$ cat config.mk
export PLATFORM = sky130hd
export DESIGN_NAME = smm_csr
export DESIGN_NICKNAME = d
export VERILOG_FILES = /design/src/sv/smm_pkg.sv /design/src/sv/smm_csr.sv
export SDC_FILE = /design/constraint.sdc
export NUM_CORES = 1
export LEC_CHECK = 0
export BUFFER_PORTS_ARGS = -buffer_cell sky130_fd_sc_hd__buf_2
export CORE_UTILIZATION = 36
export DETAILED_ROUTE_END_ITERATION = 8
export PLACE_DENSITY = 0.95
export RECOVER_POWER = 50
export SYNTH_ARGS = -nofsm -noshare
export SYNTH_HDL_FRONTEND = slang
export SYNTH_SLANG_ARGS = --single-unit
$ cat constraint.sdc
create_clock -name clock -period 1.98 [get_ports clock]
set_clock_uncertainty 0.1 [all_clocks]
set_input_delay 0.396 -clock clock [delete_from_list [all_inputs] [get_ports clock]]
set_output_delay 0.396 -clock clock [all_outputs]
set_load 0.01 [all_outputs]
$ cat src/sv/smm_pkg.sv
// Shared types and constants of the small matrix multiply unit.
package smm_pkg;

   localparam int DATA_W     = 32;
   localparam int IDX_W      = 2;
   localparam int ACT_W      = 2;
   localparam int CFG_W      = 3;
   localparam int CSR_DATA_W = 32;
   localparam int CSR_ADDR_W = 4;

   typedef enum logic [ACT_W-1:0] {
      ACT_LOAD_A  = 2'd0,
      ACT_LOAD_B  = 2'd1,
      ACT_COMPUTE = 2'd2
   } action_type;

   localparam logic [1:0] REG_ROWS_A    = 2'd0;
   localparam logic [1:0] REG_INNER_LEN = 2'd1;
   localparam logic [1:0] REG_COLS_B    = 2'd2;

   typedef enum logic [1:0] {
      ST_IDLE,
      ST_READ,
      ST_WAIT
   } seq_state_type;

   typedef struct packed {
      logic valid;
      logic first;
      logic last;
   } mac_ctrl_type;

endpackage

$ cat src/sv/smm_csr.sv
// Dimension registers behind the APB-style configuration port.
module smm_csr import smm_pkg::*; #(
   parameter int MAX_DIM = 4
) (
   input  logic                       clock,
   input  logic                       reset,
   input  logic                       csr_psel,
   input  logic                       csr_penable,
   input  logic                       csr_pwrite,
   input  logic [CSR_ADDR_W-1:0]      csr_paddr,
   input  logic [CSR_DATA_W-1:0]      csr_pwdata,
   output logic [CSR_DATA_W-1:0]      csr_prdata,
   output logic                       csr_pready,
   output logic [$clog2(MAX_DIM+1)-1:0] dim_rows,
   output logic [$clog2(MAX_DIM+1)-1:0] dim_inner,
   output logic [$clog2(MAX_DIM+1)-1:0] dim_cols
);

   localparam int DIM_W = $clog2(MAX_DIM + 1);

   logic [CFG_W-1:0] rows_a_ff, rows_a_in;
   logic [CFG_W-1:0] inner_len_ff, inner_len_in;
   logic [CFG_W-1:0] cols_b_ff, cols_b_in;
   logic             wr_en;
   logic [1:0]       reg_idx;

   function automatic logic [DIM_W-1:0] clamp_dim(input logic [CFG_W-1:0] v);
      int t;
      t = int'(v);
      if (t < 1) begin
         t = 1;
      end else if (t > MAX_DIM) begin
         t = MAX_DIM;
      end
      return DIM_W'(t);
   endfunction

   assign csr_pready = 1'b1;
   assign reg_idx    = csr_paddr[3:2];
   assign wr_en      = csr_psel & csr_penable & csr_pwrite & csr_pready;

   always_comb begin
      rows_a_in    = rows_a_ff;
      inner_len_in = inner_len_ff;
      cols_b_in    = cols_b_ff;
      csr_prdata   = '0;
      case (reg_idx)
         REG_ROWS_A: begin
            csr_prdata = CSR_DATA_W'(rows_a_ff);
            if (wr_en) begin
               rows_a_in = csr_pwdata[CFG_W-1:0];
            end
         end
         REG_INNER_LEN: begin
            csr_prdata = CSR_DATA_W'(inner_len_ff);
            if (wr_en) begin
               inner_len_in = csr_pwdata[CFG_W-1:0];
            end
         end
         REG_COLS_B: begin
            csr_prdata = CSR_DATA_W'(cols_b_ff);
            if (wr_en) begin
               cols_b_in = csr_pwdata[CFG_W-1:0];
            end
         end
         default: begin
            csr_prdata = '0;
         end
      endcase
   end

   always_ff @(posedge clock) begin
      if (reset) begin
         rows_a_ff    <= CFG_W'(4);
         inner_len_ff <= CFG_W'(4);
         cols_b_ff    <= CFG_W'(4);
      end else begin
         rows_a_ff    <= rows_a_in;
         inner_len_ff <= inner_len_in;
         cols_b_ff    <= cols_b_in;
      end
   end

   assign dim_rows  = clamp_dim(rows_a_ff);
   assign dim_inner = clamp_dim(inner_len_ff);
   assign dim_cols  = clamp_dim(cols_b_ff);

endmodule

== Yosys cells after proc, flatten, opt, wreduce, memory -nomap -nowiden ==
Index checks and enable logic that the tools add are counted.
Operators by class
  $mul: 0
  shift-type cells: 0
  $lt $le $gt $ge: 6
  reduce and logical (&&, ||, !) cells: 4
  divide/modulo/power cells: 0
  multiplexer cells: 7
  add/sub/neg operators: 0
  bitwise gates (word level): 2
  equality and inequality tests: 2
Operators by type and width (count)
  3-bit two-way mux: 6
  3-bit greater-than comparator, second input constant: 3
  3-bit by 1-bit < comparator with 1-bit output, second input constant: 3
  3-bit case mux with 3 select lines: 1
  2-bit AND reduction: 3
  1-bit AND: 2
  2-bit by 1-bit equality test with 1-bit output, second input constant: 1
  2-bit equality test, second input constant: 1
  2-bit logical NOT: 1
Word-level totals
  word-level logic and storage cells: 24
  latch bits: 0
  register bits: 9
  bits in read-only memories: 0
  bits in writable memories: 0
  bits of input ports: 41
  memories kept: 0

== Logic depth before layout (Yosys ltp) ==
  depth after elaboration: 3
  depth in mapped cells: 4
  depth with buffers taken out: 3

== Worst setup path after synthesis ==
OpenSTA, ideal clock, no wires.
  path kind: in2out
  from: in csr_paddr[3]
  to: out csr_prdata[0]
  buffers on the path: 1
  data arrival time: 0.929 ns
  stages on the path: 4
  slack: 0.555 ns
  cell sequence: buf_4 > nor2b_1 > nand2_1 > o21ai_0
On the way
  word-level cells in the longest chain between the ends: 2
RTL lines
  start, declared: line smm_csr.sv:10  | input logic [CSR_ADDR_W-1:0] csr_paddr,
  2-bit equality test (tied with other cells): line smm_csr.sv:47  | case (reg_idx)
  3-bit case mux with 3 select lines *: line smm_csr.sv:47
  end, declared: line smm_csr.sv:12  | output logic [CSR_DATA_W-1:0] csr_prdata,
Mark *: on every way between the ends. The rest lies on a longest branch, timed or not.

== Worst setup path in the final report ==
Ends and elaborated chain as after synthesis.

==> results.ini <==
[flow_run]
maxCapViolCount=0

[layout]
drive_above_1_share=0.2037
multi_input_area_sq_um=389.1
nNetsFinal=150
fillerInstances=183
ff_latch_area_sq_um=180.2
stdcell_count=133
diodes=0
syn2layout_area_growth_pct=1.718

[place]
place_ws_ns=0.3823
dp_hpwl_microns=1026
portBuffers=21
place_inst=129
gp_congestion=0.8223

[setup_path]
critPathSlowestCell=nor2b_1
path_delay_family=simple AND/OR/NAND/NOR gates
path_class=input pin to primary output
max_stage_delay_ns=0.26
crit_required_ns=1.48
startpoint_type=input pin
path_cells=clkbuf_1 > nor2b_1 > nand2_1 > o21ai_0 > buf_2
crit_arrival_ns=1.16
cp-end-kind=primary output
rr_worst_depth=2
cp_num_cells=5
path_max_fanout=6
crit_buf_inv=2

[min_path]
hold_path_class=input pin to flip-flop
min_path_cells=3

[clocking]
clock-sinks=9
cts-root-buf=clkbuf_4
cts_inserted_buffers=3
h-tree-depth=1
insertion_delay_ns=0.26
cts_tree=done
clockBufferDepth=2
cts_setup_buffers=0
clk_pin_slew_worst_paths_ns=0.06
ctsResizeCount=0
hold_buffers=0

[drt]
vias=543
wire_per_inst_microns=9.248
ant_nets=0
drt_wl_total_microns=1230
drtPass1Iterations=3
viasPerCell=4.083
drt_iter0_drc=5
drc=0

[grt]
antenna_found_initial=0
grt_pass1_vias=454
grt_overflow=0
grt_usage=0.1343
grt_pass1_wl_microns=1973
grt_max_degree=13

[sta]
grt_setup_unrepaired=no
hold_viol=0
slew_headroom=0.5995
max_freq_ghz=0.6051
setup_slack_ns=0.3274
final_max_slew_viol_count=0
hold-worst-slack_ns=0.3209
worstMarginPinSlew_ns=0.5962
finalSetupViolCount=0
final.setup.tns_ns=0
finalCritPeriodShare=0.8347
period_needed_ns=1.653

[logic_synthesis]
synth_commonest_cells=buf_4 (31), mux2i_1 (12), dfxtp_1 (9)
synth-seq-cells=9
synth_ff_type=dfxtp_1
seq_area_frac_synth=0.2474
synthTopCellsByArea=buf_4 (32%), dfxtp_1 (25%), mux2i_1 (16%)
yosysWarnings=0
ys_types=17
syn-instance-count=91
synth_area_per_cell_sq_um=8.002
async_reset_ff_frac=0
synth_top_area_share=0.3196
yosysTopAreaCell=buf_4
syn_area_sq_um=728.2
yosysMostFrequentCell=buf_4
synth_edf_count=0

[die]
dieArea_sq_mm=0.002207
io_pins=83
core_sq_mm=0.001802
initial_core_util=0.4042
die_h_microns=46.98
row_count=15
dieWidth_microns=46.98

[pwr]
p_leak_uw=0.0003947
irDropWorstVdd_mv=0.3277
p_per_area_mw_per_mm2=533.5

[run_status]
run_status=finished clean

## cells by family (layout without fill, tap and decap cells)
| logic type | Yosys count | after routing | share of synthesized area |
|---|---|---|---|
| AOI/OAI and AO/OA | 6 | 6 | 0.04123 |
| other | 2 | 30 | 0.01031 |
| buffers and inverters | 39 | 28 | 0.3625 |
| muxes | 12 | 12 | 0.1650 |
| and+or+nand+nor | 23 | 23 | 0.1735 |
| DFF | 9 | 9 | 0.2474 |
## flip-flops by register name (all words and copies together) (netlist names)
register and count:
inner_len_ff 3, rows_a_ff 3, cols_b_ff 3
## final cells by class
cell class,count,area share
multi-input combinational,71,0.5253
sequential,9,0.2432
timing repair buffer,21,0.1385
tap,25,0.04223
clock buffer,4,0.03547
inverter,3,0.01520
## report_power, final
group / switching, uW / internal [uW]
Combinational: 44.6 / 17.7
Clock: 69.1 / 78.0
Sequential: 2.40 / 183
Total: 116 / 279
## layout by cell type (no fill, tap or decap), drive strengths merged
master,instances
conb,30
or3b,1
nand2b,8
nand2,3
clkbuf,6
a21oi,3
nor3,1
inv,3
nand4,1
nor2b,4
nand3,1
buf,19
mux2i,12
nor2,4
o21ai,3
dfxtp,9
## worst min-delay path, cell delays in order
cell     delay [ns]
buf_2          0.07
nor2_1         0.06
mux2i_1        0.12
## worst paths after layout
path                             startpoint                            to  slack [ns]
setup / recovery               csr_paddr[3]                 csr_prdata[0]        0.33
setup reg to reg  rows_a_ff[2]$_SDFFE_PP1P_     rows_a_ff[2]$_SDFFE_PP1P_        1.16
hold reg to reg   cols_b_ff[0]$_SDFFE_PP0P_     cols_b_ff[0]$_SDFFE_PP0P_        0.40
hold / removal                csr_pwdata[2]  inner_len_ff[2]$_SDFFE_PP1P_        0.32
## metrics by stage
step | utilization | cell area, sq um | total power, uW
2_1_floorplan | - | 833.3 | 280.5
3_3_place_gp | 0.3979 | 716.9 | 249.9
3_5_place_dp | 0.3979 | 716.9 | 251.5
4_1_cts | 0.4125 | 743.2 | 397.6
5_1_grt | 0.4111 | 740.7 | 411.3
6_report | 0.4111 | 740.7 | 395.2
## per-layer routing
| layer | wire length [microns] | up-vias | GRT usage |
|---|---|---|---|
| met2 | 640 | 38 | 0.2472 |
| met1 | 429 | 239 | 0.1230 |
| met5 | 0 | - | 0 |
| li1 | - | 260 | - |
| met3 | 103 | 6 | 0.03846 |
| met4 | 57 | 0 | 0.1029 |
Power figures use the tool's default switching activity.
