## config.mk

```make
export PLATFORM = sky130hd
export DESIGN_NAME = smm_ram
export DESIGN_NICKNAME = d
export VERILOG_FILES = /design/src/sv/smm_ram.sv
export SDC_FILE = /design/constraint.sdc
export NUM_CORES = 1
export LEC_CHECK = 0
export ABC_CLOCK_PERIOD_IN_PS = 5300
export BUFFER_PORTS_ARGS = -buffer_cell sky130_fd_sc_hd__buf_2
export CORE_UTILIZATION = 35
export CTS_CLUSTER_DIAMETER = 120
export DETAILED_ROUTE_END_ITERATION = 6
export GPL_ROUTABILITY_DRIVEN = 0
export MAX_ROUTING_LAYER = met4
export RECOVER_POWER = 50
export SLEW_MARGIN = 20
export SYNTH_ARGS = -nofsm -noshare
export SYNTH_HDL_FRONTEND = slang
export SYNTH_SLANG_ARGS = --single-unit
```

## constraint.sdc

```tcl
create_clock -name clock -period 5.3 [get_ports clock]
set_clock_uncertainty 0.1 [all_clocks]
set_input_delay 1.59 -clock clock [delete_from_list [all_inputs] [get_ports clock]]
set_output_delay 1.59 -clock clock [all_outputs]
set_load 0.02 [all_outputs]
```

## src/sv/smm_ram.sv

```systemverilog
// Generic single-write, single-read RAM with registered read data.
module smm_ram #(
   parameter int WIDTH = 32,
   parameter int DEPTH = 16
) (
   input  logic                                      clock,
   input  logic                                      wr_en,
   input  logic [(DEPTH > 1 ? $clog2(DEPTH) : 1)-1:0] wr_addr,
   input  logic [WIDTH-1:0]                          wr_data,
   input  logic [(DEPTH > 1 ? $clog2(DEPTH) : 1)-1:0] rd_addr,
   output logic [WIDTH-1:0]                          rd_data
);

   logic [WIDTH-1:0] mem_ff [DEPTH];
   logic [WIDTH-1:0] rd_data_ff;

   always_ff @(posedge clock) begin
      if (wr_en) begin
         mem_ff[wr_addr] <= wr_data;
      end
      rd_data_ff <= mem_ff[rd_addr];
   end

   assign rd_data = rd_data_ff;

endmodule

```

# [Word-level counts from Yosys, hierarchy flattened]
# Memory sizes are Yosys's and may differ from the RTL's. A register that Yosys moved wholly into a read port is not among the register bits.
# Cells that the tools add are included.
[totals] regBits=0 mem_bits_rw=512 input_bits=42 out_inout_bits=32 wordCells=3 n_memories=1
[op_classes] mux=2
[memory_table] name="mem_ff" depth=16 word_bits=32 read_ports=1 rd_ports_with_merged_regs=1 wr=1 line="14" rtl="logic [WIDTH-1:0] mem_ff [DEPTH];"
[ops] op="$mux W1" n=2

# [Longest topological paths before layout]
# Gate-level depths: netlist of the first run.
[depth] word_depth=2 mapped_depth=5

# [Worst setup path before layout of the first run]
# No wires, ideal clock.
[synth_timing] path_type="input to register" from="input wr_addr[2] (netlist name)" to="memory mem_ff[0][0], enable pin" arrival_ns=4.308 required_ns=4.739 slack_ns=0.430 stages=2 n_path_buf=0 cell_sequence="or3b_2 -> nor3_1"
[synth_rtl] item="start: declaration" line="8" rtl="input logic [(DEPTH > 1 ? $clog2(DEPTH) : 1)-1:0] wr_addr,"
[synth_rtl] item="end: declaration" line="14"
# Straight into the memory's write port.

# [Worst setup path after layout of the first run]
[layout_timing] from="input wr_addr[1] (netlist name)" to="memory mem_ff[5][1], enable pin"
# Straight into the memory's write port.

==> metrics.cfg, run 1 <==
[route]
wl_per_cell_um=24.6
via_per_inst=5.14
first_pass_iters=5
drt_iter0_drc=778
drt_wl_total_mm=42.9
postRouteAntennaNets=0
vias=8972
drc=0

[die]
start_util_pct=35.8
num_rows=86
die_x_um=240
num_io_pins=74
coreArea_um2=55500
die_y_um=240
die-area_um2=57700

[cts]
hold_buffers=0
clockBufferDepth=3
ctsResizeCount=0
numCtsBuffers=56
post_cts_buffers=0
clock_sinks=544
clkLatencyLatePin_ns=0.59
clk_pin_slew_ns=0.06
clockRootBuffer=clkbuf_16
tritoncts=done
cts-htree-levels=2

[worst_setup_path]
worst_ep_required_time_ns=5.48
rr_worst_depth=3
cp_max_fo=19
timing_worst_setup_path_type=in -> reg
arrival_ns=3.56
critPathCaptureType=register
regToRegEndpoint=rd_data[10]$_DFF_P_
rr_startpoint=mem_ff[3][10]$_DFFE_PP_
r2r_setup_slack_ns=3.79
start_kind=primary input

[run]
drv_cap=1

[finish]
fin_util_pct=41.9
fillers=4878
area_growth_pct=17.0
seq_area_um2=16000
drive_above_1_share_pct=29.9
multiInputGateArea_um2=3740
layout.nets=992

[timing]
hold_violations=0
clock.fmax_ghz=0.296
worst_pin_slew_ns=1.54
fin_crit_ns=3.38
grt_setup_unrepaired=false
fin_setup_tns_ns=0
slew-limit-headroom_pct=-2.82
final.period_utilization_pct=63.7
drv_slew=14
final-setup-viol-count=0

[min_path]
hold_path.startpoint=mem_ff[15][14]$_DFFE_PP_
whs_endpoint=rd_data[14]$_DFF_P_
holdCritPathClass=reg -> reg
min_path_cells=3

[yosys]
synthTopCellsByArea=edfxtp_1, mux4_2, dfxtp_1, a22oi_1, nand2_1
syn_area_per_cell_um2=23.7
netlist_instances=838
async_reset_ff_share_pct=0
synth_edf_count=512
ys_warn_count=0
yosys.area.top_type_share_pct=77.4
yosysUniqueCellTypes=18
synth-seq-cells=544
synth_largest_area_cell=edfxtp_1
syn_area_um2=19900
synth_ff_type=edfxtp_1
ys_seq_area_share_pct=80.7
syn_nets=880

[status]
violations=max-capacitance violations, max-slew violations
outcome=finished with violations

[grt]
grt_overflow=0
antenna_found_initial=1
grt_usage_pct=15.7
grt_pass1_vias=9402
grt_max_degree=129
grt_pass1_wl_mm=63.5

[pwr]
leakage_uw=0.00734
power_uw=9320
powerDensity_nw_per_um2=401
ir_drop_mv=0.262

[placement]
port_buffers=73
place_hpwl_mm=23.6

==> layout by cell type (no fill, tap or decap) <==
cell | synthesis | final
clkinv_4 | 0 | 1
nand2b_1 | 2 | 2
bufinv_16 | 0 | 6
nand2_1 | 33 | 33
buf_4 | 11 | 13
a22oi_1 | 64 | 64
or3b_2 | 1 | 1
nand3_1 | 1 | 1
nor2_4 | 0 | 12
mux4_2 | 128 | 128
clkinv_8 | 0 | 1
clkbuf_8 | 0 | 13
clkinv_1 | 0 | 6
nor2b_4 | 0 | 2
buf_2 | 4 | 38
and2_2 | 0 | 1
edfxtp_1 | 512 | 512
dfxtp_1 | 32 | 32
nor3_2 | 0 | 3
nor2_1 | 13 | 1
buf_12 | 0 | 10
nand3b_1 | 2 | 2
clkbuf_1 | 17 | 44
clkinv_2 | 0 | 12
clkbuf_16 | 0 | 57
nor3_1 | 4 | 1
diode_2 | 0 | 1
==> where the power goes <==
group,leakage [uW],total (uW),internal [uW],switching [uW]
logic,0.00149,450,171,279
registers,0.00489,4840,4810,32.6
clock network,0.000951,4020,2420,1600
total,0.00734,9320,7410,1910
==> how the worst max path moves through the flow <==
| stage | from | to | slack, ns |
|---|---|---|---|
| 2_1_floorplan | wr_addr[2] | mem_ff[0][0]$_DFFE_PP_ | 0.43 |
| 3_3_place_gp | wr_addr[2] | mem_ff[1][4]$_DFFE_PP_ | 1.49 |
| 3_5_place_dp | wr_addr[0] | mem_ff[14][28]$_DFFE_PP_ | 1.50 |
| 4_1_cts | wr_addr[0] | mem_ff[14][27]$_DFFE_PP_ | 2.11 |
| 5_1_grt | wr_addr[3] | mem_ff[5][5]$_DFFE_PP_ | 1.83 |
| 6_report | wr_addr[1] | mem_ff[5][1]$_DFFE_PP_ | 1.92 |
==> per-stage QoR <==
stage               setup WS (ns)  area (um^2)  std cells  hold slack [ns]
floorplan                   0.430        19900        838            0.535
global placement             1.49        21200       1633            0.556
detailed placement           1.50        21400       1640            0.560
CTS                          2.11        23300       1744            0.578
global route                 1.83        23200       1745            0.602
finish                       1.92        23200       1745            0.571
==> flip-flops by register name, indices dropped and copies added, names as in the netlist <==
register and count:
rd_data 32, mem_ff 512
==> synth_stat cells (all sizes together), types with 2 or more instances <==
cell / instances
edfxtp: 512
mux4: 128
a22oi: 64
nand2: 33
dfxtp: 32
buf: 26
clkbuf: 17
nor2: 13
nor3: 4
nand2b: 2
nand3b: 2
nor2b: 2
==> cells by family (layout without fill, tap and decap cells) <==
kind of cell | after synthesis | count (layout) | synth area share (%)
multiplexers | 128 | 128 | 14.5
flip-flops | 544 | 544 | 80.7
AO/OA/AOI/OAI | 64 | 64 | 2.42
other | 0 | 1 | 0
buffers and inverters | 43 | 201 | 1.12
AND/OR/NAND/NOR | 59 | 59 | 1.27
==> cell type report <==
type / instances / area share, %
diodes: 1 / 0.0108
clock buffers: 78 / 6.99
clock inverters: 26 / 1.24
multi-input cells: 251 / 16.1
flip-flops and latches: 544 / 68.9
well taps: 748 / 4.03
repair buffers: 97 / 2.72
==> metal layers <==
layer  share of wire (%)  global-route usage, %  wire length [um]
met3                 6.5                   3.35              2800
met2                  47                   23.6             20300
met1                  44                   21.9             19000
met5                   0                      -                 0
met4                 1.7                   3.82               720
==> worst max-delay path, cell delays in order <==
cell and delay, ns:
buf_2 0.15, nand2b_1 0.30, nor2_1 1.21, buf_12 0.28
No activity file was read; power rests on OpenSTA's default activity.
==> inputs of run 2 (changes only) <==
--- a/config.mk
+++ b/config.mk
@@ -5,7 +5,7 @@
 export SDC_FILE = /design/constraint.sdc
 export NUM_CORES = 1
 export LEC_CHECK = 0
-export ABC_CLOCK_PERIOD_IN_PS = 5300
+export ABC_CLOCK_PERIOD_IN_PS = 3440
 export BUFFER_PORTS_ARGS = -buffer_cell sky130_fd_sc_hd__buf_2
 export CORE_UTILIZATION = 35
 export CTS_CLUSTER_DIAMETER = 120
==> constraint.sdc (replaced) <==
create_clock -name clock -period 3.44 [get_ports clock]
set_clock_uncertainty 0.1 [all_clocks]
set_input_delay 1.032 -clock clock [delete_from_list [all_inputs] [get_ports clock]]
set_output_delay 1.032 -clock clock [all_outputs]
set_load 0.02 [all_outputs]
==> run 2 against run 1 <==
The flow now finishes without violations. Register-to-register slack worse by 1.8 ns. Via count up 0.41%. Non-clock buffer count up 11. Utilization up 0.18 points. Global-route usage up 0.069 points. Largest cell class unchanged. Highest routed layer unchanged.
==> metrics.cfg, run 2 (synthesized netlist as in run 1, its figures left out) <==
[route]
via_per_inst=5.13  ; -0.22%
drt_wl_total_mm=43.2  ; +0.90%
vias=9009  ; +0.41%
drt_iter0_drc=745  ; -4.2%
drc=0  ; unchanged
postRouteAntennaNets=0  ; unchanged
wl_per_cell_um=24.6  ; +0.27%
first_pass_iters=5  ; unchanged

[grt]
grt_overflow=0  ; unchanged
antenna_found_initial=3  ; +2
grt_max_degree=34  ; -74%
grt_pass1_wl_mm=63.6  ; +0.16%
grt_usage_pct=15.8  ; +0.069 points
grt_pass1_vias=9552  ; +1.6%

[worst_setup_path]
arrival_ns=2.68  ; -0.88 ns
crit_chain=clkbuf_1 > nand3_1 > nor2_4 > clkbuf_2
setup.worst_path.start=wr_en
rr_startpoint=mem_ff[11][17]$_DFFE_PP_
start_kind=primary input
critPathCaptureType=register
cp_max_fo=32  ; +13
worst_ep_required_time_ns=3.53  ; -1.95 ns
timing_worst_setup_path_type=in -> reg
critPathMaxStageDelay_ns=0.94  ; -0.27 ns
cp_slowest_cell=clkbuf_2

[timing]
slew-limit-headroom_pct=15.8  ; +19 points
hold_violations=0  ; unchanged
clock.fmax_ghz=0.386
worst_pin_slew_ns=1.26  ; -0.274 ns
worst_slack_ns=0.849  ; -1.08 ns
fin_crit_ns=2.59
grt_setup_unrepaired=false
drv_slew=0  ; -14
final.period_utilization_pct=75.3
final-setup-viol-count=0  ; unchanged

[pwr]
power_uw=13900  ; +49%
seq_power_share_pct=53.7  ; +1.7 points
ir_drop_mv=0.389  ; +49%
p_switching_uw=2860  ; +50%
powerDensity_nw_per_um2=596  ; +49%
p_int_uw=11000  ; +49%
swShare_pct=20.6  ; +0.078 points
leakage_uw=0.00735  ; +0.23%
pwr-share-clk_pct=41.3  ; -1.9 points
power_frac_comb_pct=5.1  ; +0.3 points

[finish]
layout.nets=1001  ; +0.91%
final_cell_mix=edfxtp_1, mux4_2, a22oi_1
final_common_cell=edfxtp_1
stdcell_area_um2=23300  ; +0.44%
fin_util_pct=42.0  ; +0.18 points
area_growth_pct=17.6
largest_reg_flops=512  ; unchanged
top_register=mem_ff
drive_above_1_share_pct=29.8  ; -0.17 points
fillers=4842  ; -0.74%

[cts]
ctsResizeCount=0  ; unchanged
clkLatencyLatePin_ns=0.58  ; about the same
tritoncts=done
numCtsBuffers=54  ; -3.6%
cts-htree-levels=2  ; unchanged
clk_pin_slew_ns=0.06  ; about the same
post_cts_buffers=0  ; unchanged
hold_buffers=0  ; unchanged
clock_sinks=544  ; unchanged
clockRootBuffer=clkbuf_16
clockBufferDepth=3  ; unchanged

[die]
coreArea_um2=55500  ; unchanged
start_util_pct=35.8  ; unchanged
num_rows=86  ; unchanged
die_x_um=240  ; unchanged
num_io_pins=74  ; unchanged
die_y_um=240  ; unchanged
die-area_um2=57700  ; unchanged

[placement]
place_hpwl_mm=21.6  ; -8.6%
pre_cts_ws_ns=0.608  ; -0.890 ns
postPlaceCellArea_um2=21700  ; +1.3%
port_buffers=73  ; unchanged

[min_path]
holdCritPathClass=reg -> reg
hold_path.startpoint=mem_ff[14][4]$_DFFE_PP_

[status]
outcome=completed

[run]
drv_cap=0  ; -1

-- run 2: final timing paths --
| check | endpoint | cells past startpoint | slack (ns) |
|---|---|---|---|
| hold reg to reg | rd_data[4]$_DFF_P_ | 3 | 0.56 |
| setup / recovery | mem_ff[13][8]$_DFFE_PP_ | 4 | 0.85 |
| setup reg to reg | rd_data[17]$_DFF_P_ | 3 | 2.03 |
| hold / removal | rd_data[4]$_DFF_P_ | 3 | 0.56 |
-- run 2: final cells by class --
cell class                      instances  area, um^2  area share, %
Clock inverter                         32         248           1.06
Tap cell                              748         936           4.01
Multi-Input combinational cell        251        3770           16.1
Timing Repair Buffer                  108         871           3.73
Antenna cell                            3        7.51         0.0322
Sequential cell                       544       16000           68.6
Clock buffer                           70        1500           6.41
-- run 2: worst max-delay path, delay by kind of cell --
family | cells | cell delay (ns)
buffers and inverters | 2 | 1.08
and+or+nand+nor | 2 | 0.53
-- run 2: metrics by stage --
stage	TNS, ns	cells	hold WS [ns]
global route	0	1756	0.596
CTS	0	1753	0.574
finish	0	1756	0.565
global placement	0	1651	0.551
floorplan	-0.00252	838	0.535
detailed placement	0	1651	0.559
-- run 2: per-layer routing --
| metal | track usage, % | wire (um) | share of wire, % |
|---|---|---|---|
| met5 | - | 0 | 0 |
| met4 | 4.11 | 854 | 2.0 |
| met3 | 3.01 | 2980 | 6.9 |
| met2 | 24.9 | 21000 | 49 |
| met1 | 21.1 | 18400 | 43 |
-- run 2: power groups by stage --
stage / sequential [uW] / combinational [uW] / clock [uW]
floorplan: 7640 / 356 / 0
detailed placement: 7600 / 726 / 0
finish: 7460 / 704 / 5740
CTS: 7460 / 728 / 5870
global placement: 7600 / 713 / 0
global route: 7470 / 760 / 6100
