**config.mk**
```make
export PLATFORM = sky130hd
export DESIGN_NAME = smm_mac
export DESIGN_NICKNAME = d
export VERILOG_FILES = /design/src/sv/smm_pkg.sv /design/src/sv/smm_mac.sv
export SDC_FILE = /design/constraint.sdc
export NUM_CORES = 1
export LEC_CHECK = 0
export BUFFER_PORTS_ARGS = -buffer_cell sky130_fd_sc_hd__buf_2
export CAP_MARGIN = 20
export CORE_MARGIN = 2
export CORE_UTILIZATION = 50
export DETAILED_ROUTE_END_ITERATION = 6
export GPL_ROUTABILITY_DRIVEN = 0
export PLACE_DENSITY = 0.71
export REMOVE_ABC_BUFFERS = 1
export SYNTH_ARGS = -nofsm -noshare
export SYNTH_HDL_FRONTEND = slang
export SYNTH_SLANG_ARGS = --single-unit
```
**constraint.sdc**
```tcl
create_clock -name clock -period 7.6 [get_ports clock]
set_input_delay 1.14 -clock clock [delete_from_list [all_inputs] [get_ports clock]]
set_output_delay 1.14 -clock clock [all_outputs]
set_load 0.02 [all_outputs]
```
**src/sv/smm_pkg.sv**
```systemverilog
// Shared types and constants of the small matrix multiply unit.
package smm_pkg;

   localparam int DATA_W     = 32;
   localparam int IDX_W      = 2;
   localparam int ACT_W      = 2;
   localparam int CFG_W      = 3;
   localparam int CSR_DATA_W = 32;
   localparam int CSR_ADDR_W = 4;

   typedef enum logic [ACT_W-1:0] {
      ACT_LOAD_A  = 2'd0,
      ACT_LOAD_B  = 2'd1,
      ACT_COMPUTE = 2'd2
   } action_type;

   localparam logic [1:0] REG_ROWS_A    = 2'd0;
   localparam logic [1:0] REG_INNER_LEN = 2'd1;
   localparam logic [1:0] REG_COLS_B    = 2'd2;

   typedef enum logic [1:0] {
      ST_IDLE,
      ST_READ,
      ST_WAIT
   } seq_state_type;

   typedef struct packed {
      logic valid;
      logic first;
      logic last;
   } mac_ctrl_type;

endpackage

```
**src/sv/smm_mac.sv**
```systemverilog
// Multiply-accumulate pipeline fed by the two matrix stores.
module smm_mac import smm_pkg::*; (
   input  logic              clock,
   input  logic              reset,
   input  mac_ctrl_type      issue,
   input  logic [DATA_W-1:0] a_data,
   input  logic [DATA_W-1:0] b_data,
   output logic              sum_valid,
   output logic [DATA_W-1:0] sum
);

   mac_ctrl_type      ctrl1_ff, ctrl2_ff;
   logic [DATA_W-1:0] prod_ff, prod_in;
   logic [DATA_W-1:0] acc_ff, acc_in;
   logic              sum_valid_ff, sum_valid_in;

   always_comb begin
      prod_in = a_data * b_data;
      acc_in  = acc_ff;
      if (ctrl2_ff.valid) begin
         acc_in = ctrl2_ff.first ? prod_ff : acc_ff + prod_ff;
      end
      sum_valid_in = sum_valid_ff;
      if (issue.valid && issue.first) begin
         sum_valid_in = 1'b0;
      end else if (ctrl2_ff.valid && ctrl2_ff.last) begin
         sum_valid_in = 1'b1;
      end
   end

   always_ff @(posedge clock) begin
      if (reset) begin
         ctrl1_ff     <= '0;
         ctrl2_ff     <= '0;
         sum_valid_ff <= 1'b0;
      end else begin
         ctrl1_ff     <= issue;
         ctrl2_ff     <= ctrl1_ff;
         sum_valid_ff <= sum_valid_in;
      end
      prod_ff <= prod_in;
      acc_ff  <= acc_in;
   end

   assign sum_valid = sum_valid_ff;
   assign sum       = acc_ff;

endmodule

```
* Word-level counts from Yosys, hierarchy flattened
Cells that the tools add are included.
** Operators by class
- Reductions and logical operators :: 3
- Muxes and demuxes :: 1
- Add/sub/neg operators :: 1
- $mul :: 1
** Operators by type and width (number)
- $add A32 B32 Y32 :: 1
- $mul A32 B32 Y32 :: 1
- $mux W32 :: 1
- $logic_and A1 B1 Y1 :: 2
- $reduce_or A2 Y1 :: 1
** Word-level totals
- Output and inout bits :: 33
- Flip-flop bits (word level) :: 71
- Logic and storage cells :: 15
- Bits of input ports :: 69

* Depth between registers and ports, before layout
Gate-level depths: netlist of the first run.
- Word-level depth :: 2
- Gate-level depth with buffers :: 27
- Depth with buffers taken out :: 25

* Worst setup path after synthesis of the first run
Ideal clock, no wire load.
- Path type :: input to register
- Start point :: in a_data[12]
- End point :: reg prod_ff[30]
- Path slack :: -0.070 ns
- Data required time :: 7.528 ns
- Setup time :: 0.072 ns
- Stages on the path :: 25
- Path buffers :: 2
- Arrival time :: 7.597 ns
- Cell sequence :: clkbuf_1 > clkbuf_1 > nand2_1 > fa_1 > inv_1 > fa_1 > inv_1 > fa_1 > fa_1 > inv_1 > fa_1 > inv_1 > fa_1 > fa_1 > fa_1 > inv_1 > ha_1 > and3_1 > a221o_1 > a31o_2 > a21o_1 > a31oi_1 > o21ai_0 > a21oi_1 > xnor2_1
** Between the ends
- Longest elaborated chain between the ends :: 1
** RTL lines
- from (decl) :: RTL line smm_mac.sv:6 : input logic [DATA_W-1:0] a_data,
- $mul A32 B32 Y32 :: RTL line smm_mac.sv:18 : prod_in = a_data * b_data;
- via prod_in[30] :: RTL line smm_mac.sv:13 : logic [DATA_W-1:0] prod_ff, prod_in;
- to (signal assigned) :: RTL line smm_mac.sv:41 : prod_ff <= prod_in;
- to (decl) :: RTL line smm_mac.sv:13
The timed path passes the listed nets, and every way through them passes these cells.
A chain may end at the register's enable or synchronous reset.

* Final worst setup path of the first run
- Start point :: in a_data[16]
- End point :: reg prod_ff[31]
The elaborated chain is that of the path after synthesis.

==> reports/metrics.yaml, run 1 <==
status:
  status: "finished clean"
drt:
  firstDrtPassIters: 5
  top_layer_used: "met5"
  wirelength_mm: 45.4
  route.met3.wl_mm: 3.53
  via_per_inst: 5.13
  met1_length_mm: 20.7
  routed-wl-met2_mm: 20.5
  antenna_left: 0
  drt_iter0_drc: 844
  drcViolationCount: 0
  detail_route.wl_per_cell_um: 16.8
  vias: 13900
critical_path:
  cp_slowest_cell: "fa_1"
  path_class: "input pin to flip-flop"
  cp-end-kind: "flip-flop"
  start_kind: "input pin"
  path_common_cell: "fa_1"
  reg2reg_from: "sum[0]$_DFFE_PP_"
  crit_family: "adder cells"
  cp.arrival_ns: 7.57
  crit_fanout: 7
  path_buf_inv: 7
  crit_chain: "buf_2, buf_4, and2_1, fa_1, inv_1, fa_1, fa_1, fa_1, inv_1, fa_1, inv_1, fa_1, inv_1, fa_1, fa_1, ha_1, buf_4, a21o_1, nor3b_1, o211ai_1, nand3_1, a31oi_2, a221oi_2, xnor2_1"
  cp.required_ns: 7.85
  cpPeakStageDelay_ns: 0.59
  startpoint: "a_data[16]"
floorplan:
  ios: 102
  num_rows: 71
  initial_core_util_pct: 50.8
  die_x_um: 200
  dieArea_um2: 40000
  die_y_um: 200
  core_um2: 37800
yosys:
  ys_types: 57
  yosysSeqAreaShare_pct: 9.07
  synth_flop_cell: "dfxtp_1"
  ys_async_sr_fraction_pct: 0
  syn_area_per_cell_um2: 9.25
  ys_ff_latch: 71
  syn-cell-area_um2: 19200
  yosysWarnings: 0
  synth_edf_count: 32
  synth_cells: 2074
sta:
  setup_viol: 0
  slew_headroom_pct: 58.6
  finalCritPeriodShare_pct: 96.3
  fmax_mhz: 137
  period_minus_slack_ns: 7.32
  worstMarginPinSlew_ns: 0.618
  clock_skew_ns: 0.00851
  slew_violations: 0
  hold_violations: 0
  rsz0062_at_grt: "no"
clocking:
  cts_tree: "built"
  clock_path_buffers: 2
  cts_root_buf: "clkbuf_16"
  clock_latency_ns: 0.33
  cts_hold_buf: 0
  clk_pin_slew_worst_paths_ns: 0.06
  cts_buffers: 9
  post-cts-setup-buffers: 0
  h-tree-depth: 3
  cts_sinks: 71
cells_and_area:
  antenna_cells: 0
  area_delta_synth_final_pct: 9.68
  final_cells: 2704
  drive_above_1_share_pct: 10.6
  layout_common_cells: "409 x fa_1, 404 x inv_1, 309 x nand2_1"
  final_common_cell: "fa_1"
  utilization_pct: 55.8
  fillCellCount: 3326
  num-nets-final: 2820
grt:
  gr-total-overflow: 0
  grt_usage_pct: 24.0
  grt_max_degree: 65
  grt_pass1_wl_mm: 75.2
  grt_pass1_vias: 14700
  antenna_found_initial: 3
min_path:
  hp-start: "ctrl1_ff[0]$_SDFF_PP0_"
  hold_path_class: "flip-flop to flip-flop"
place:
  place_inst: 2688
  port_buffers: 101
  dp_hpwl_mm: 40.2
flow_run:
  cap_violations: 0
[routing by layer]
| metal | global-route usage, % | vias to the layer above |
|---|---|---|
| met3 | 4.33 | 46 |
| met4 | 4.42 | 6 |
| met5 | 0 | - |
| met1 | 34.6 | 6914 |
| met2 | 38.3 | 454 |
| li1 | - | 6443 |
[worst paths after layout]
kind,to,slack [ns],depth (start not counted)
max reg2reg,sum[30]$_DFFE_PP_,4.54,12
min,ctrl2_ff[0]$_SDFF_PP0_,0.45,1
max,prod_ff[31]$_DFF_P_,0.28,24
min reg2reg,ctrl2_ff[0]$_SDFF_PP0_,0.45,1
[worst reg2reg max path, delay by kind of cell (launching register included)]
family	cells	cell delay, ns
buffers and inverters	1	0.06
muxes	1	0.20
and+or+nand+nor	2	0.25
adders and majority gates	2	0.59
DFF	1	0.38
AOI/OAI and AO/OA	6	1.32
[cell type report]
class | count | area, um^2 | share of cell area (%)
flip-flops and latches | 71 | 1740 | 8.28
well taps | 511 | 639 | 3.04
repair buffers | 196 | 1230 | 5.85
inverters | 404 | 1520 | 7.20
clock buffers | 11 | 264 | 1.25
clock inverters | 5 | 61.3 | 0.291
multi-input cells | 1506 | 15600 | 74.1
[registers in the layout, indices dropped and copies added (netlist names)]
register   cells
prod_ff       32
sum           32
ctrl2_ff       3
sum_valid      1
ctrl1_ff       3
[cell usage after synthesis (all sizes together) (2+ instances only)]
library cell | count | share of area (%)
o2111ai | 3 | 0.17
nand3 | 5 | 0.16
nor2b | 9 | 0.29
ha | 154 | 10
a211oi | 8 | 0.38
a21o | 28 | 1.1
nand2 | 309 | 6.0
o211ai | 9 | 0.35
dfxtp | 39 | 4.1
and3 | 11 | 0.36
o21bai | 6 | 0.23
a21oi | 40 | 1.0
a31oi | 10 | 0.40
xnor2 | 82 | 3.7
a221oi | 2 | 0.091
and4 | 3 | 0.14
clkbuf | 92 | 1.9
o21a | 8 | 0.39
nand2b | 4 | 0.13
nor3b | 4 | 0.16
fa | 409 | 43
xor2 | 31 | 1.4
a22oi | 2 | 0.10
nor2 | 21 | 0.41
o21ai | 42 | 1.1
edfxtp | 32 | 5.0
a211o | 3 | 0.14
or3 | 2 | 0.091
and2 | 273 | 8.9
nor3 | 11 | 0.31
mux2i | 2 | 0.10
nand4 | 4 | 0.13
inv | 404 | 7.9
[per-stage QoR]
stage / cell area [um^2] / worst slack (ns) / TNS [ns] / hold slack [ns]
final: 21100 / 0.282 / 0 / 0.449
after global routing: 21100 / 0.0143 / 0 / 0.459
after CTS: 21000 / 0.232 / 0 / 0.453
after detailed placement: 20700 / -0.108 / -0.309 / 0.436
after global placement: 20700 / -0.00424 / -0.00424 / 0.422
after floorplan: 18800 / 0.327 / 0 / 0.414
[logic make-up (layout without fill, tap and decap cells)]
logic type / count (synthesis) / in the layout / synth area share, %
muxes: 3 / 3 / 0.163
adders and majority gates: 563 / 563 / 52.7
xor gates and xnor gates: 113 / 113 / 5.16
AOI/OAI and AO/OA: 169 / 169 / 5.90
DFF: 71 / 71 / 9.07
and+or+nand+nor: 658 / 658 / 17.2
buffers and inverters: 497 / 616 / 9.81
[timing repair]
| action | CTS | global route |
|---|---|---|
| setup endpoints to repair | 0 | 3 |
| resized for setup | 0 | 4 |
| hold endpoints to repair | 0 | 0 |
Power of run 1 is left out: the tool's default activity adds up to more than one toggle a clock period on the data nets, which glitch-free logic cannot reach.
==> run 2: changes to the inputs <==
--- a/config.mk
+++ b/config.mk
@@ -7,11 +7,13 @@
 export LEC_CHECK = 0
 export BUFFER_PORTS_ARGS = -buffer_cell sky130_fd_sc_hd__buf_2
 export CAP_MARGIN = 20
+export CELL_PAD_IN_SITES_DETAIL_PLACEMENT = 0
+export CELL_PAD_IN_SITES_GLOBAL_PLACEMENT = 2
 export CORE_MARGIN = 2
-export CORE_UTILIZATION = 50
+export CORE_UTILIZATION = 37
 export DETAILED_ROUTE_END_ITERATION = 6
 export GPL_ROUTABILITY_DRIVEN = 0
-export PLACE_DENSITY = 0.71
+export PLACE_DENSITY = 0.8
 export REMOVE_ABC_BUFFERS = 1
 export SYNTH_ARGS = -nofsm -noshare
 export SYNTH_HDL_FRONTEND = slang
==> run 2 against run 1 <==
Via count fell by 1.5%. Maximum frequency rose by 0.17%. Clock skew is 0.0016 ns lower. Hold slack worse by 0.0032 ns. Final cell count increased by 7.4%. Critical path depth did not move. Highest routed layer unchanged. Clock-buffer cell count fell by 2. Register-to-register slack got worse by 0.09 ns. Global-route usage is 4.6 points lower. Sequential share of layout area shrank 0.19 points. Core utilization down 14 points.
==> reports/metrics.yaml, run 2 (synthesis gave the netlist of run 1 again) <==
cells_and_area:
  num-nets-final: 2852  # was 2820
  antenna_cells: 0  # unchanged
  area_delta_synth_final_pct: 12.2  # was 9.68%
  layout_common_cells: "409 x fa_1, 404 x inv_1, 309 x nand2_1"  # unchanged
  drive_above_1_share_pct: 11.8  # was 10.6%
  final_common_cell: "fa_1"  # unchanged
clocking:
  cts_tree: "built"  # unchanged
  post-cts-setup-buffers: 0  # unchanged
  cts_buffers: 9  # unchanged
  cts_sinks: 71  # unchanged
  cts-resized-gates: 0  # unchanged
  clock_latency_ns: 0.33  # about the same
  cts_hold_buf: 0  # unchanged
  clk_pin_slew_worst_paths_ns: 0.06  # about the same
  h-tree-depth: 3  # unchanged
  clock_path_buffers: 2  # unchanged
  cts_root_buf: "clkbuf_16"  # unchanged
grt:
  grt_max_degree: 65  # unchanged
  grt_pass1_wl_mm: 81.4  # was 75.2 mm
  gr-total-overflow: 0  # unchanged
  grt_pass1_vias: 14800  # was 14700
  antenna_found_initial: 1  # was 3
  grt_usage_pct: 19.4  # was 24.0%
critical_path:
  crit_chain: "buf_2, buf_4, and2_1, fa_1, fa_1, fa_1, inv_1, fa_1, inv_1, fa_1, inv_1, fa_1, inv_1, fa_1, fa_1, ha_1, buf_4, a21o_1, nor3b_1, o211ai_1, nand3_1, a31oi_1, a221oi_1, xnor2_1"  # was buf_2, buf_4, and2_1, fa_1, inv_1, fa_1, fa_1, fa_1, inv_1, fa_1, inv_1, fa_1, inv_1, fa_1, fa_1, ha_1, buf_4, a21o_1, nor3b_1, o211ai_1, nand3_1, a31oi_2, a221oi_2, xnor2_1
  cp_slowest_cell: "fa_1"  # unchanged
  cp.required_ns: 7.86  # was 7.85 ns
  reg2reg_slack_ns: 4.45  # was 4.54 ns
  path_class: "input pin to flip-flop"  # unchanged
  cp.arrival_ns: 7.57  # about the same
  crit_family: "adder cells"  # unchanged
  start_kind: "input pin"  # unchanged
  cp-end-kind: "flip-flop"  # unchanged
  path_common_cell: "fa_1"  # unchanged
  cpPeakStageDelay_ns: 0.55  # was 0.59 ns
  path_buf_inv: 7  # unchanged
  crit_fanout: 5  # was 7
drt:
  via_per_inst: 4.70  # was 5.13
  drt_iter0_drc: 605  # was 844
  antenna_left: 0  # unchanged
  firstDrtPassIters: 5  # unchanged
  detail_route.wl_per_cell_um: 17.2  # was 16.8 um
  wirelength_mm: 49.9  # was 45.4 mm
  vias: 13700  # was 13900
  drcViolationCount: 0  # unchanged
floorplan:
  initial_core_util_pct: 37.4  # was 50.8%
  dieArea_um2: 53700  # was 40000 um^2
  die_y_um: 232  # was 200 um
  ios: 102  # unchanged
  die_x_um: 232  # was 200 um
  num_rows: 83  # was 71
  core_um2: 51300  # was 37800 um^2
flow_run:
  cap_violations: 0  # unchanged
sta:
  worstMarginPinSlew_ns: 0.611  # was 0.618 ns
  clock_skew_ns: 0.00688  # was 0.00851 ns
  finalCritPeriodShare_pct: 96.1  # was 96.3%
  slew_violations: 0  # unchanged
  period_minus_slack_ns: 7.31  # was 7.32 ns
  setup_viol: 0  # unchanged
  slew_headroom_pct: 59.1  # was 58.6%
  fmax_mhz: 137  # about the same
  hold_violations: 0  # unchanged
  holdWs_ns: 0.446  # was 0.449 ns
  rsz0062_at_grt: "no"  # unchanged
min_path:
  hold_path_class: "flip-flop to flip-flop"  # unchanged
place:
  port_buffers: 101  # unchanged
  dp_hpwl_mm: 44.3  # was 40.2 mm
status:
  status: "finished clean"  # unchanged
==> run 2: cell count changes in the layout (fill, tap and decap cells not counted), moves of 2 or more <==
cell,previous run,this run
buf_4,94,120
clkbuf_4,0,3
buf_12,1,7
buf_2,101,98
inv_6,1,3
==> run 2: path summary, 6_finish.rpt <==
path         cells past startpoint              startpoint                      to
max                             24              a_data[12]     prod_ff[31]$_DFF_P_
min                              1  ctrl1_ff[1]$_SDFF_PP0_  ctrl2_ff[1]$_SDFF_PP0_
max reg2reg                     12        sum[0]$_DFFE_PP_       sum[30]$_DFFE_PP_
min reg2reg                      1  ctrl1_ff[1]$_SDFF_PP0_  ctrl2_ff[1]$_SDFF_PP0_
==> run 2: cell type report <==
type / count / area [um^2]
clock buffer: 9 / 225
tap: 680 / 851
inverter: 404 / 1520
timing repair buffer: 228 / 1550
sequential: 71 / 1740
clock inverter: 7 / 62.6
multi-input combinational: 1506 / 15600
fill: 5164 / 29800
==> run 2: through the flow <==
stage / TNS, ns / cells / setup slack [ns] / cell area [um^2] / util [%]
3_3_place_gp: -0.289 / 2889 / -0.131 / 21200 / 41.4
3_5_place_dp: -0.716 / 2889 / -0.215 / 21200 / 41.4
5_1_grt: 0 / 2905 / 0.00179 / 21500 / 42.0
4_1_cts: 0 / 2905 / 0.156 / 21500 / 41.9
2_1_floorplan: 0 / 1981 / 0.327 / 18800 / -
6_report: 0 / 2905 / 0.295 / 21500 / 42.0
==> run 2: worst reg2reg max path, cell delays in order (launching register included) <==
cell,delay [ns]
edfxtp_1,0.34
ha_1,0.20
inv_1,0.07
fa_1,0.40
nor2b_1,0.21
o2111ai_1,0.17
a21oi_1,0.25
o2111ai_1,0.24
a22oi_2,0.36
a21oi_1,0.15
a21oi_1,0.20
mux2i_1,0.24
nand2_1,0.07
==> run 2: metal layers <==
layer	GRT usage [%]	up-vias	share of wire, %
met5	0	-	0.022
met4	2.96	2	0.91
met3	1.50	28	3.5
met2	31.0	234	45
met1	29.1	6880	51
li1	-	6515	-
Power of run 2 is left out for the same reason.
==> run 3: changes to the inputs <==
--- a/config.mk
+++ b/config.mk
@@ -10,10 +10,10 @@
 export CELL_PAD_IN_SITES_DETAIL_PLACEMENT = 0
 export CELL_PAD_IN_SITES_GLOBAL_PLACEMENT = 2
 export CORE_MARGIN = 2
-export CORE_UTILIZATION = 37
+export CORE_UTILIZATION = 41
 export DETAILED_ROUTE_END_ITERATION = 6
 export GPL_ROUTABILITY_DRIVEN = 0
-export PLACE_DENSITY = 0.8
+export PLACE_DENSITY = 0.88
 export REMOVE_ABC_BUFFERS = 1
 export SYNTH_ARGS = -nofsm -noshare
 export SYNTH_HDL_FRONTEND = slang
==> constraint.sdc (replaced) <==
create_clock -name clock -period 7.58 [get_ports clock]
set_input_delay 1.137 -clock clock [delete_from_list [all_inputs] [get_ports clock]]
set_output_delay 1.137 -clock clock [all_outputs]
set_load 0.02 [all_outputs]
==> run 3 against run 2 <==
Die area shrank 9.6%. Routed wire length is 3.1% lower. Sequential share of layout area up 0.054 points. Clock skew increased by 0.00094 ns. Worst setup slack worse by 0.017 ns. Final cell count fell by 2.7%.
==> reports/metrics.yaml, run 3 (synthesis gave the netlist of run 1 again) <==
sta:
  slew_violations: 0  # unchanged
  hold_violations: 0  # unchanged
  worstMarginPinSlew_ns: 0.598  # was 0.611 ns
  setup_viol: 0  # unchanged
  finalCritPeriodShare_pct: 96.3
  slew_headroom_pct: 60.0  # was 59.1%
  fmax_mhz: 137
  period_minus_slack_ns: 7.30
  clock_skew_ns: 0.00782  # was 0.00688 ns
place:
  dp_hpwl_mm: 42.9  # was 44.3 mm
  placed_area_um2: 21000  # was 21200 um^2
  port_buffers: 101  # unchanged
grt:
  grt_pass1_vias: 15000  # was 14800
  grt_max_degree: 65  # unchanged
  gr-total-overflow: 0  # unchanged
  antenna_found_initial: 3  # was 1
  grt_pass1_wl_mm: 79.6  # was 81.4 mm
  grt_usage_pct: 21.1  # was 19.4%
drt:
  drcViolationCount: 0  # unchanged
  vias: 13700  # about the same
  wirelength_mm: 48.3  # was 49.9 mm
  via_per_inst: 4.85  # was 4.70
  firstDrtPassIters: 5  # unchanged
  antenna_left: 0  # unchanged
  drt_iter0_drc: 709  # was 605
  detail_route.wl_per_cell_um: 17.1  # was 17.2 um
cells_and_area:
  ff_latch_area_um2: 1740  # unchanged
  drive_above_1_share_pct: 11.5  # was 11.8%
  final_common_cell: "fa_1"  # unchanged
  fillCellCount: 4475  # was 5164
  final_area_um2: 21400  # was 21500 um^2
  num-nets-final: 2845  # was 2852
  multi_input_comb_area_um2: 15600  # about the same
  area_delta_synth_final_pct: 11.5  # was 12.2%
  layout_common_cells: "409 x fa_1, 404 x inv_1, 309 x nand2_1"  # unchanged
clocking:
  cts_hold_buf: 0  # unchanged
  h-tree-depth: 3  # unchanged
  cts_tree: "built"  # unchanged
  cts_root_buf: "clkbuf_16"  # unchanged
  post-cts-setup-buffers: 0  # unchanged
  cts_buffers: 9  # unchanged
  clock_latency_ns: 0.34  # was 0.33 ns
  cts_sinks: 71  # unchanged
  clk_pin_slew_worst_paths_ns: 0.05  # was 0.06 ns
  cts-resized-gates: 0  # unchanged
  clock_path_buffers: 2  # unchanged
floorplan:
  die_y_um: 220  # was 232 um
  core_um2: 46400  # was 51300 um^2
  initial_core_util_pct: 41.4  # was 37.4%
  die_x_um: 220  # was 232 um
  ios: 102  # unchanged
  dieArea_um2: 48600  # was 53700 um^2
  num_rows: 79  # was 83
critical_path:
  cp.arrival_ns: 7.56  # was 7.57 ns
  cp-end-kind: "flip-flop"  # unchanged
  path_class: "input pin to flip-flop"  # unchanged
  crit_family: "adder cells"  # unchanged
  cpPeakStageDelay_ns: 0.59  # was 0.55 ns
  crit_fanout: 7  # was 5
  cp.required_ns: 7.84  # was 7.86 ns
  cp_slowest_cell: "fa_1"  # unchanged
  path_buf_inv: 7  # unchanged
  path_common_cell: "fa_1"  # unchanged
  start_kind: "input pin"  # unchanged
  crit_chain: "buf_2, buf_4, and2_1, fa_1, inv_1, fa_1, fa_1, fa_1, inv_1, fa_1, inv_1, fa_1, inv_1, fa_1, fa_1, ha_1, buf_4, a21o_1, nor3b_1, o211ai_1, nand3_1, a31oi_1, a221oi_2, xnor2_1"  # was buf_2, buf_4, and2_1, fa_1, fa_1, fa_1, inv_1, fa_1, inv_1, fa_1, inv_1, fa_1, inv_1, fa_1, fa_1, ha_1, buf_4, a21o_1, nor3b_1, o211ai_1, nand3_1, a31oi_1, a221oi_1, xnor2_1
  startpoint: "a_data[15]"  # was a_data[12]
  reg2reg_from: "sum[0]$_DFFE_PP_"  # unchanged
flow_run:
  cap_violations: 0  # unchanged
status:
  status: "finished clean"  # unchanged
min_path:
  hold_path_class: "flip-flop to flip-flop"  # unchanged
  hp-start: "ctrl1_ff[2]$_SDFF_PP0_"  # was ctrl1_ff[1]$_SDFF_PP0_
[run 3: cell types whose count changed in the layout (fill, tap and decap cells not counted), sizes merged, moves of 2 or more]
cell	previous run	this run
bufinv	0	3
inv	408	404
buf	225	220
clkinv	2	4
clkbuf	12	10
[run 3: worst register-to-register path, cell delays in order, from the launching register on]
cell	delay [ns]
edfxtp_1	0.37
ha_1	0.20
inv_1	0.06
fa_1	0.40
nor2b_1	0.19
o2111ai_1	0.17
a21oi_1	0.24
o2111ai_1	0.24
a22oi_2	0.39
a21oi_1	0.15
a21oi_1	0.20
mux2i_1	0.20
nand2_1	0.06
[run 3: per-stage QoR]
step | setup TNS, ns | setup slack (ns) | hold slack [ns] | util, % | std cells
floorplan | 0 | 0.310 | 0.414 | - | 1981
global placement | -0.330 | -0.124 | 0.421 | 45.3 | 2809
detailed placement | -0.621 | -0.190 | 0.438 | 45.3 | 2809
CTS | 0 | 0.145 | 0.451 | 46.1 | 2825
global route | -0.0222 | -0.0222 | 0.456 | 46.1 | 2825
finish | 0 | 0.278 | 0.443 | 46.1 | 2826
[run 3: layout make-up]
| class | instances | share of cell area (%) |
|---|---|---|
| multi-input cells | 1506 | 72.9 |
| flip-flops and latches | 71 | 8.15 |
| inverters | 404 | 7.09 |
| repair buffers | 221 | 6.70 |
| well taps | 607 | 3.55 |
| clock buffers | 9 | 1.05 |
| clock inverters | 7 | 0.567 |
| diodes | 1 | 0.0117 |
[run 3: final timing paths]
check / end / slack, ns / depth (start not counted)
max reg2reg: sum[30]$_DFFE_PP_ / 4.44 / 12
max: prod_ff[31]$_DFF_P_ / 0.28 / 24
min reg2reg: ctrl2_ff[2]$_SDFF_PP0_ / 0.44 / 1
min: ctrl2_ff[2]$_SDFF_PP0_ / 0.44 / 1
[run 3: routing by layer]
layer  track usage [%]  up-vias  wire length (um)  part of all wire (%)
met2              33.4      300             21700                    45
met3              3.02       45              2660                   5.5
li1                  -     6505                 -                     -
met1              30.9     6849             23400                    48
met5                 0        -                23                 0.048
met4              3.91        4               635                   1.3
Power of run 3 is left out for the same reason.
